**src/sv/cardchk_pkg.sv**
```systemverilog
`default_nettype none
package cardchk_pkg;

  // Field widths and digit counts of the card number, the result and the sequencer counter.
  localparam int CardW       = 63;
  localparam int BcdDigits   = 19;
  localparam int BcdW        = 4 * BcdDigits;
  localparam int DigitCountW = 5;
  localparam int LuhnDigits  = 16;
  localparam int CntW        = 6;

  // Lengths that the brands accept.
  localparam logic [DigitCountW-1:0] LenShort = 5'd13;
  localparam logic [DigitCountW-1:0] LenAmex  = 5'd15;
  localparam logic [DigitCountW-1:0] LenLong  = 5'd16;

  typedef enum logic [1:0] {
    BRAND_INVALID    = 2'd0,
    BRAND_VISA       = 2'd1,
    BRAND_AMEX       = 2'd2,
    BRAND_MASTERCARD = 2'd3
  } brand_e;

  // Commands from the controller to the datapath.
  typedef struct packed {
    logic                   load;
    logic                   conv;
    logic                   scan;
    logic                   res_load;
    logic [DigitCountW-1:0] idx;
  } cmd_t;

endpackage
`default_nettype wire

```
**src/sv/cardchk_dp.sv**
```systemverilog
`default_nettype none
module cardchk_dp (
  input  wire                                   clk_i,
  input  cardchk_pkg::cmd_t                     cmd_i,
  input  wire  [cardchk_pkg::CardW-1:0]         card_number_i,
  output logic [1:0]                            brand_o,
  output logic                                  luhn_ok_o,
  output logic [cardchk_pkg::DigitCountW-1:0]   digit_count_o
);

  localparam int CardW = cardchk_pkg::CardW;
  localparam int BcdW  = cardchk_pkg::BcdW;
  localparam int CntW  = cardchk_pkg::DigitCountW;

  logic [CardW-1:0] bin_q, bin_d;
  logic [BcdW-1:0]  bcd_q, bcd_d, bcd_corr;
  logic [3:0]       acc_q, acc_d, prev_q, prev_d, first_q, first_d, second_q, second_d;
  logic [CntW-1:0]  count_q, count_d;
  logic [1:0]       brand_q, brand_d;
  logic             ok_q, ok_d;
  logic [CntW-1:0]  count_res_q;
  logic [3:0]       digit, weighted;
  logic [4:0]       sum;

  // Doubled digit with its two decimal digits added together.
  function automatic logic [3:0] luhn_double(input logic [3:0] d);
    logic [4:0] twice;
    twice = {d, 1'b0};
    if (d >= 4'd5) begin
      luhn_double = 4'(twice - 5'd9);
    end else begin
      luhn_double = twice[3:0];
    end
  endfunction

  // Shift-and-add-3 correction, each BCD digit on its own.
  always_comb begin
    for (int i = 0; i < cardchk_pkg::BcdDigits; i++) begin
      if (bcd_q[4*i +: 4] >= 4'd5) begin
        bcd_corr[4*i +: 4] = bcd_q[4*i +: 4] + 4'd3;
      end else begin
        bcd_corr[4*i +: 4] = bcd_q[4*i +: 4];
      end
    end
  end

  // Lowest remaining digit, weighted by its place, added modulo ten.
  assign digit    = bcd_q[3:0];
  assign weighted = cmd_i.idx[0] ? luhn_double(digit) : digit;
  always_comb begin
    sum = {1'b0, acc_q} + {1'b0, weighted};
    if (sum >= 5'd10) begin
      sum = sum - 5'd10;
    end
  end

  // Next values of the conversion and scan registers.
  always_comb begin
    bin_d    = bin_q;
    bcd_d    = bcd_q;
    acc_d    = acc_q;
    prev_d   = prev_q;
    first_d  = first_q;
    second_d = second_q;
    count_d  = count_q;
    if (cmd_i.load) begin
      bin_d    = card_number_i;
      bcd_d    = '0;
      acc_d    = '0;
      prev_d   = '0;
      first_d  = '0;
      second_d = '0;
      count_d  = '0;
    end else if (cmd_i.conv) begin
      bcd_d = {bcd_corr[BcdW-2:0], bin_q[CardW-1]};
      bin_d = {bin_q[CardW-2:0], 1'b0};
    end else if (cmd_i.scan) begin
      bcd_d  = {4'd0, bcd_q[BcdW-1:4]};
      prev_d = digit;
      if (cmd_i.idx < CntW'(cardchk_pkg::LuhnDigits)) begin
        acc_d = sum[3:0];
      end
      if (digit != 4'd0) begin
        count_d  = cmd_i.idx + CntW'(1);
        first_d  = digit;
        second_d = prev_q;
      end
    end
  end

  // Brand from the leading pair, the length and the Luhn result.
  always_comb begin
    ok_d    = (acc_q == 4'd0);
    brand_d = cardchk_pkg::BRAND_INVALID;
    if (ok_d) begin
      if (first_q == 4'd4 &&
          (count_q == cardchk_pkg::LenShort || count_q == cardchk_pkg::LenLong)) begin
        brand_d = cardchk_pkg::BRAND_VISA;
      end else if (first_q == 4'd3 && (second_q == 4'd4 || second_q == 4'd7) &&
                   count_q == cardchk_pkg::LenAmex) begin
        brand_d = cardchk_pkg::BRAND_AMEX;
      end else if (first_q == 4'd5 && second_q inside {[4'd1:4'd5]} &&
                   count_q == cardchk_pkg::LenLong) begin
        brand_d = cardchk_pkg::BRAND_MASTERCARD;
      end
    end
  end

  always_ff @(posedge clk_i) begin
    bin_q    <= bin_d;
    bcd_q    <= bcd_d;
    acc_q    <= acc_d;
    prev_q   <= prev_d;
    first_q  <= first_d;
    second_q <= second_d;
    count_q  <= count_d;
    if (cmd_i.res_load) begin
      brand_q     <= brand_d;
      ok_q        <= ok_d;
      count_res_q <= count_q;
    end
  end

  assign brand_o       = brand_q;
  assign luhn_ok_o     = ok_q;
  assign digit_count_o = count_res_q;

endmodule
`default_nettype wire

```
**src/sv/cardchk_ctrl.sv**
```systemverilog
`default_nettype none
module cardchk_ctrl (
  input  wire                clk_i,
  input  wire                rst_ni,
  input  wire                in_valid_i,
  output logic               in_ready_o,
  output logic               out_valid_o,
  input  wire                out_ready_i,
  output cardchk_pkg::cmd_t  cmd_o
);

  localparam int CntW = cardchk_pkg::CntW;

  typedef enum logic [3:0] {
    ST_IDLE   = 4'b0001,
    ST_CONV   = 4'b0010,
    ST_SCAN   = 4'b0100,
    ST_FINISH = 4'b1000
  } state_e;

  state_e          state_q, state_d;
  logic [CntW-1:0] cnt_q, cnt_d;
  logic            out_valid_q, out_valid_d;

  // Sequencer: accept, convert bit by bit, scan digit by digit, hand over.
  always_comb begin
    state_d      = state_q;
    cnt_d        = cnt_q;
    cmd_o        = '0;
    cmd_o.idx    = cnt_q[cardchk_pkg::DigitCountW-1:0];
    in_ready_o   = 1'b0;
    out_valid_d  = out_valid_q && !out_ready_i;
    case (state_q)
      ST_IDLE: begin
        in_ready_o = 1'b1;
        if (in_valid_i) begin
          cmd_o.load = 1'b1;
          cnt_d      = '0;
          state_d    = ST_CONV;
        end
      end
      ST_CONV: begin
        cmd_o.conv = 1'b1;
        if (cnt_q == CntW'(cardchk_pkg::CardW - 1)) begin
          cnt_d   = '0;
          state_d = ST_SCAN;
        end else begin
          cnt_d = cnt_q + CntW'(1);
        end
      end
      ST_SCAN: begin
        cmd_o.scan = 1'b1;
        if (cnt_q == CntW'(cardchk_pkg::BcdDigits - 1)) begin
          cnt_d   = '0;
          state_d = ST_FINISH;
        end else begin
          cnt_d = cnt_q + CntW'(1);
        end
      end
      ST_FINISH: begin
        // The result register takes the beat once the previous one has left.
        if (!out_valid_q || out_ready_i) begin
          cmd_o.res_load = 1'b1;
          out_valid_d    = 1'b1;
          state_d        = ST_IDLE;
        end
      end
      default: begin
        state_d = ST_IDLE;
      end
    endcase
  end

  always_ff @(posedge clk_i or negedge rst_ni) begin
    if (!rst_ni) begin
      state_q     <= ST_IDLE;
      cnt_q       <= '0;
      out_valid_q <= 1'b0;
    end else begin
      state_q     <= state_d;
      cnt_q       <= cnt_d;
      out_valid_q <= out_valid_d;
    end
  end

  assign out_valid_o = out_valid_q;

endmodule
`default_nettype wire

```
**src/sv/card_number_luhn_brand_check.sv**
```systemverilog
// Each card number passes a 63-step shift-and-add-3 conversion and then a 19-step
// digit scan through one shared adder before its result is loaded and out_valid_o rises;
// a new number is taken only after the result has been handed to the output register.
// A finished result waits in the output register while the next number is worked on.
// Reset (rst_ni, asynchronous, active low) returns the sequencer to idle and drops
// out_valid_o; the datapath registers are not reset.
`default_nettype none
module card_number_luhn_brand_check (
  input  wire                                   clk_i,
  input  wire                                   rst_ni,
  input  wire                                   in_valid_i,
  output logic                                  in_ready_o,
  input  wire  [cardchk_pkg::CardW-1:0]         card_number_i,
  output logic                                  out_valid_o,
  input  wire                                   out_ready_i,
  output logic [1:0]                            brand_o,
  output logic                                  luhn_ok_o,
  output logic [cardchk_pkg::DigitCountW-1:0]   digit_count_o
);

  cardchk_pkg::cmd_t cmd;

  // Sequencer.
  cardchk_ctrl u_ctrl (
    .clk_i       (clk_i),
    .rst_ni      (rst_ni),
    .in_valid_i  (in_valid_i),
    .in_ready_o  (in_ready_o),
    .out_valid_o (out_valid_o),
    .out_ready_i (out_ready_i),
    .cmd_o       (cmd)
  );

  // Conversion, Luhn sum and brand decision.
  cardchk_dp u_dp (
    .clk_i         (clk_i),
    .cmd_i         (cmd),
    .card_number_i (card_number_i),
    .brand_o       (brand_o),
    .luhn_ok_o     (luhn_ok_o),
    .digit_count_o (digit_count_o)
  );

endmodule
`default_nettype wire

```
**config.mk**
```make
export PLATFORM = sky130hd
export DESIGN_NAME = card_number_luhn_brand_check
export DESIGN_NICKNAME = d
export VERILOG_FILES = /design/src/sv/cardchk_pkg.sv /design/src/sv/cardchk_dp.sv /design/src/sv/cardchk_ctrl.sv /design/src/sv/card_number_luhn_brand_check.sv
export SDC_FILE = /design/constraint.sdc
export NUM_CORES = 1
export LEC_CHECK = 0
export ABC_AREA = 1
export BUFFER_PORTS_ARGS = -buffer_cell sky130_fd_sc_hd__buf_2
export CORE_AREA = 4 4 144 146
export CTS_CLUSTER_DIAMETER = 150
export DETAILED_ROUTE_END_ITERATION = 10
export DIE_AREA = 0 0 148 150
export MAX_ROUTING_LAYER = met4
export PLACE_DENSITY = 0.69
export SYNTH_ARGS = -nofsm -noshare
export SYNTH_HDL_FRONTEND = slang
export SYNTH_HIERARCHICAL = 1
export SYNTH_SLANG_ARGS = --single-unit
```
**constraint.sdc**
```tcl
create_clock -name clk_i -period 3.65 [get_ports clk_i]
set_clock_uncertainty 0.05 [all_clocks]
set_input_delay 0.365 -clock clk_i [delete_from_list [all_inputs] [get_ports clk_i]]
set_output_delay 0.365 -clock clk_i [all_outputs]
set_load 0.05 [all_outputs]
```
======== After elaboration in Yosys (flattened, before gate mapping) ========
Cells that the tools add are included.
operators by class
  $add $sub $neg .......................... 24
  magnitude comparators ................... 23
  equal/unequal tests ..................... 18
  mux-type cells .......................... 47
  bitwise gates (word level) .............. 2
  reductions and logical operators ........ 23
operators by type and width
  operator             number
  $mux 76              2
  $mux 63              2
  $mux 4               25
  $ge 4x3->1 const B   19
  $add 4x2->4 const B  18
  $eq 4x3->1 const B   5
  $mux 6               3
  $pmux 6 s3           1
  $pmux 4 s4           1
  $eq 5x4->1 const B   2
  $mux 1               10
  $eq 4x2->1 const B   2
  $sub 4x4->4 const B  2
  $logic_and 1x1->1    7
  $add 6x1->6 const B  1
  $eq 6x5->1 const B   1
  $eq 6x6->1 const B   1
  $ne 2x1->1 const B   3
  $reduce_and 3->1     2
  $add 4x4->5          1
  $add 5x1->5 const B  1
  $eq 5x5->1 const B   1
  $ge 5x4->1 const B   1
  $lt 5x5->1 const B   1
  other kinds (18)     25
storage, ports and cells
  register bits ........................... 179
  input port bits ......................... 67
  output and inout bits ................... 10
  word-level logic and storage cells ...... 151

======== Depth between registers and ports, before layout ========
  word-level depth ........................ 7
  depth in mapped cells ................... 21
  depth with buffers taken out ............ 21

======== Modules after synthesis ========
The synthesis kept the hierarchy.
modules (own cells, without submodules)
  module        instances  cells each  area each (um^2)  seq. area each (um^2)
  cardchk_dp    1          1,190       8,928.6           4,073.9
  cardchk_ctrl  1          115         842.1             276.5

======== Least setup slack after synthesis ========
OpenSTA, ideal clock, no wires.
  kind .................................... register to register
  start point ............................. reg u_ctrl.state_q[0]
  end point ............................... reg u_dp.bin_q[0] (enable)
  setup time .............................. 686 ps
  arrival time ............................ 2,392 ps
  required time ........................... 2,914 ps
  setup slack ............................. 522 ps
  stages on the path, launching flop included .. 9
  buffers on the path ..................... 3
  period minus slack after synthesis ...... 3,128 ps
  cells stage by stage .................... dfstp_2 > nor2_2 > nand2_2 > inv_2 > buf_4 > inv_2 > buf_2 > buf_2 > nand2_1
RTL lines
  what                    RTL line            source
  start, declared         cardchk_ctrl.sv:21  state_e state_q, state_d;
  start signal, assigned  cardchk_ctrl.sv:80  state_q <= state_d;
  end signal, assigned    cardchk_dp.sv:110   bin_q <= bin_d;
  end, declared           cardchk_dp.sv:15    logic [CardW-1:0] bin_q, bin_d;

======== Worst setup path in the final report ========
  start point ............................. reg u_dp.bcd_q[0]
  end point ............................... reg u_dp.acc_q[2]
between the ends
  cells in the longest elaborated chain, start to end .. 6
  elaborated cells on any way between the ends .. 8
  those cells by class .................... 3 x add/sub; 2 x order compare; 3 x mux
RTL lines
  what                                              RTL line                            source
  start, declared                                   cardchk_dp.sv:16                    logic [BcdW-1:0] bcd_q, bcd_d, bcd_corr;
  start signal, assigned                            cardchk_dp.sv:111                   bcd_q <= bcd_d;
  $sub 4x4->4 / $ge 4x3->1 (equally long branches)  cardchk_dp.sv:30, cardchk_dp.sv:29
  $mux 4                                            cardchk_dp.sv:29                    if (d >= 4'd5) begin
  $mux 4 *                                          cardchk_dp.sv:49                    assign weighted = cmd_i.idx[0] ? luhn_double(digit) : digit;
  $add 4x4->5 *                                     cardchk_dp.sv:51                    sum = {1'b0, acc_q} + {1'b0, weighted};
  $sub 4x4->4 / $ge 5x4->1 (equally long branches)  cardchk_dp.sv:53, cardchk_dp.sv:52
  $mux 4 *                                          cardchk_dp.sv:52                    if (sum >= 5'd10) begin
  end signal, assigned                              cardchk_dp.sv:112                   acc_q <= acc_d;
  end, declared                                     cardchk_dp.sv:17                    logic [3:0] acc_q, acc_d, prev_q, prev_d, first_q, first_d, second_q, second_d;
Every way passes the cells marked *; elsewhere a longest branch is shown, timed or not.
A chain may end at the register's enable or synchronous reset.

==> flow_summary.json <==
{
  "async_flop_share": 0.0615,
  "crit_path_start": "u_dp/bcd_q[0]$_SDFFE_PP0P_",
  "final_common_cell": "nand2_1",
  "mostFrequentLayoutCells": "438 x nand2_1, 145 x inv_1, 97 x dfxtp_1",
  "synth_nets": 1419,
  "portBuffers": 76,
  "worstRegToRegCells": 21,
  "cap_viol_max_count": 0,
  "leakage_nw": 4.64,
  "viasPerCell": 5.03,
  "worst_slew_pin_slew_ps": 830,
  "io_pins": 77,
  "clk_pin_slew_ps": 70,
  "syn_area_um2": 9770,
  "startpoint_type": "register",
  "ys_types": 37,
  "holdPathStages": 2,
  "final_area_um2": 10900,
  "antenna_found_initial": 0,
  "synth_top_area_cell": "edfxtp_1",
  "relSlewSlack": 0.446,
  "clk-insertion-delay-late_ps": 440,
  "routabilityCongestion": 0.886,
  "start_util": 0.504,
  "hpwl_mm": 13.2,
  "drtIter0Drc": 505,
  "synth_top_area_share": 0.218,
  "cts_tree": "done",
  "max_clock_freq_ghz": 0.331,
  "status": "completed",
  "clock_sinks": 179,
  "critical_path.max_stage_delay_ps": 400,
  "slew_violations": 0,
  "rrSetupSlack_ps": 630,
  "wl_mm": 20.9,
  "crit_type": "reg -> reg",
  "setup_viol": 0,
  "dr.pass1.iters": 5,
  "root_buffer": "clkbuf_16",
  "ir_drop_uv": 429,
  "nNetsFinal": 1468,
  "powerDensity_nw_per_um2": 668,
  "synth_edf_count": 71,
  "ant_nets": 0,
  "syn_avg_cell_area_um2": 7.49,
  "cts_made_buffers": 17,
  "r2r_end": "u_dp/acc_q[2]$_SDFFE_PP0P_",
  "min_period_ps": 3020,
  "cts_buffer_depth": 2,
  "setup-tns-final_ps": 0,
  "vias": 8211,
  "grt.overflow.total": 0,
  "drive_above_1_share": 0.111,
  "grt_pass1_wl_mm": 36.1,
  "routedWlPerCell_um": 12.8,
  "die-area_um2": 22200,
  "grt_max_degree": 144,
  "syn2layout_area_growth_pct": 11.7,
  "seq_area_frac_synth": 0.445,
  "ys_seq_elements": 179,
  "rsz0062_at_grt": "no",
  "core_area_um2": 19400,
  "r2r-start": "u_dp/bcd_q[0]$_SDFFE_PP0P_",
  "die_x_um": 148,
  "power_mw": 7.29,
  "cp_max_fo": 5,
  "worstPathRequired_ps": 3930,
  "path_cells": "inv_1, ha_1, inv_1, nand2_1, nand3_1, nand2_1, o21ai_0, ha_1, inv_1, fa_1, inv_1, nand2_1, nand2_1, inv_1, ha_1, nand2_1, nand3_1, nand3_1, nand2_1, nor2_1, nor2_1",
  "grt_pass1_vias": 7906,
  "post-route-period-util": 0.828,
  "slowest_stage": "fa_1",
  "endpoint_kind": "register",
  "synth_top_cells_by_area": "edfxtp_1 22%, dfxtp_1 20%, nand2_1 17%",
  "die_h_um": 150,
  "cp-endpoint": "u_dp/acc_q[2]$_SDFFE_PP0P_",
  "hold_viol_final": 0,
  "route.detailed.drc": 0,
  "cp_common_cell": "nand2_1",
  "rows": 51,
  "cts-resized-gates": 0,
  "h-tree-depth": 4,
  "diodes": 0,
  "ys_warn_count": 6,
  "track_usage": 0.199,
  "postSynthCellCount": 1305,
  "worstHoldPathType": "in -> reg",
  "worstPathArrival_ps": 3300,
  "placed_area_um2": 10300,
  "synth_flop_cell": "dfxtp_1"
}
-- worst min path at each step --
stage / startpoint / endpoint / slack [ps]
floorplan: rst_ni / u_ctrl/cnt_q[0]$_DFFE_PN0P_ / 20
global placement: rst_ni / u_ctrl/state_q[3]$_DFFE_PN0P_ / 200
detailed placement: rst_ni / u_ctrl/state_q[3]$_DFFE_PN0P_ / 200
CTS: out_ready_i / u_ctrl/out_valid_o$_DFF_PN0_ / 70
global route: out_ready_i / u_ctrl/out_valid_o$_DFF_PN0_ / 90
finish: out_ready_i / u_ctrl/out_valid_o$_DFF_PN0_ / 80
-- synthesized netlist by cell type (9+ instances only) --
| master | count |
|---|---|
| inv_2 | 9 |
| nand3_1 | 58 |
| edfxtp_1 | 71 |
| o22ai_1 | 25 |
| a21oi_1 | 60 |
| clkbuf_1 | 20 |
| inv_1 | 145 |
| dfxtp_1 | 97 |
| ha_1 | 46 |
| dfrtp_1 | 10 |
| xor2_1 | 20 |
| buf_2 | 23 |
| nor2_1 | 91 |
| a31oi_1 | 52 |
| o21ai_0 | 78 |
| nand2_1 | 439 |
-- sequential cells by signal (all words and copies together), names as in the netlist, 2 cells and up --
register,cells
u_dp/first_q,4
u_ctrl/state_q,4
u_dp/bcd_q,76
u_dp/brand_o,2
u_dp/bin_q,63
u_ctrl/cnt_q,6
u_dp/second_q,4
u_dp/count_q,5
u_dp/prev_q,4
u_dp/acc_q,4
u_dp/digit_count_o,5
-- per-layer routing --
layer,track usage,wire length (um),vias to the layer above
li1,-,-,4338
met1,0.248,9900,3722
met2,0.338,10000,135
met3,0.0376,788,16
met4,0.0503,191,0
met5,-,0,-
-- critical path: cells and delay by family (launching register included) --
kind / cells / cell delay (ps)
DFF: 1 / 390
AOI/OAI and AO/OA: 1 / 100
buffers and inverters: 5 / 390
and+or+nand+nor: 11 / 920
adders and majority gates: 4 / 1070
-- per-stage QoR --
stage	cells	setup slack, ps	utilization	hold slack (ps)
6_report	1632	626	0.563	82.0
5_1_grt	1632	262	0.563	91.8
4_1_cts	1632	628	0.563	71.3
3_5_place_dp	1599	683	0.531	202
3_3_place_gp	1599	823	0.531	201
2_1_floorplan	1305	522	-	19.4
-- power breakdown --
group	switching (mW)	internal, mW	total (mW)
clock	0.895	0.923	1.82
sequential	0.254	2.81	3.06
combinational	1.71	0.700	2.41
-- cell type report --
cell class / count / area, um2
clock inverter: 14 / 171
multi-input combinational: 917 / 4590
tap: 265 / 332
fill: 1845 / 8480
timing repair buffer: 85 / 463
inverter: 154 / 578
sequential: 179 / 4350
clock buffer: 18 / 429
-- kinds of logic (layout without fill, tap and decap cells) --
| logic type | after synthesis | after routing | synth area share |
|---|---|---|---|
| compound gates | 223 | 223 | 0.127 |
| fa+ha+maj | 47 | 47 | 0.0610 |
| buf+inv | 209 | 271 | 0.0859 |
| flops | 179 | 179 | 0.445 |
| simple gates | 625 | 625 | 0.262 |
| xor+xnor | 22 | 22 | 0.0197 |
-- what timing repair did --
item / CTS / global route
hold endpoints to repair: 11 / 0
hold buffers: 1 / 0
setup buffers: 0 / 0
(Power assumes the default switching activity.)
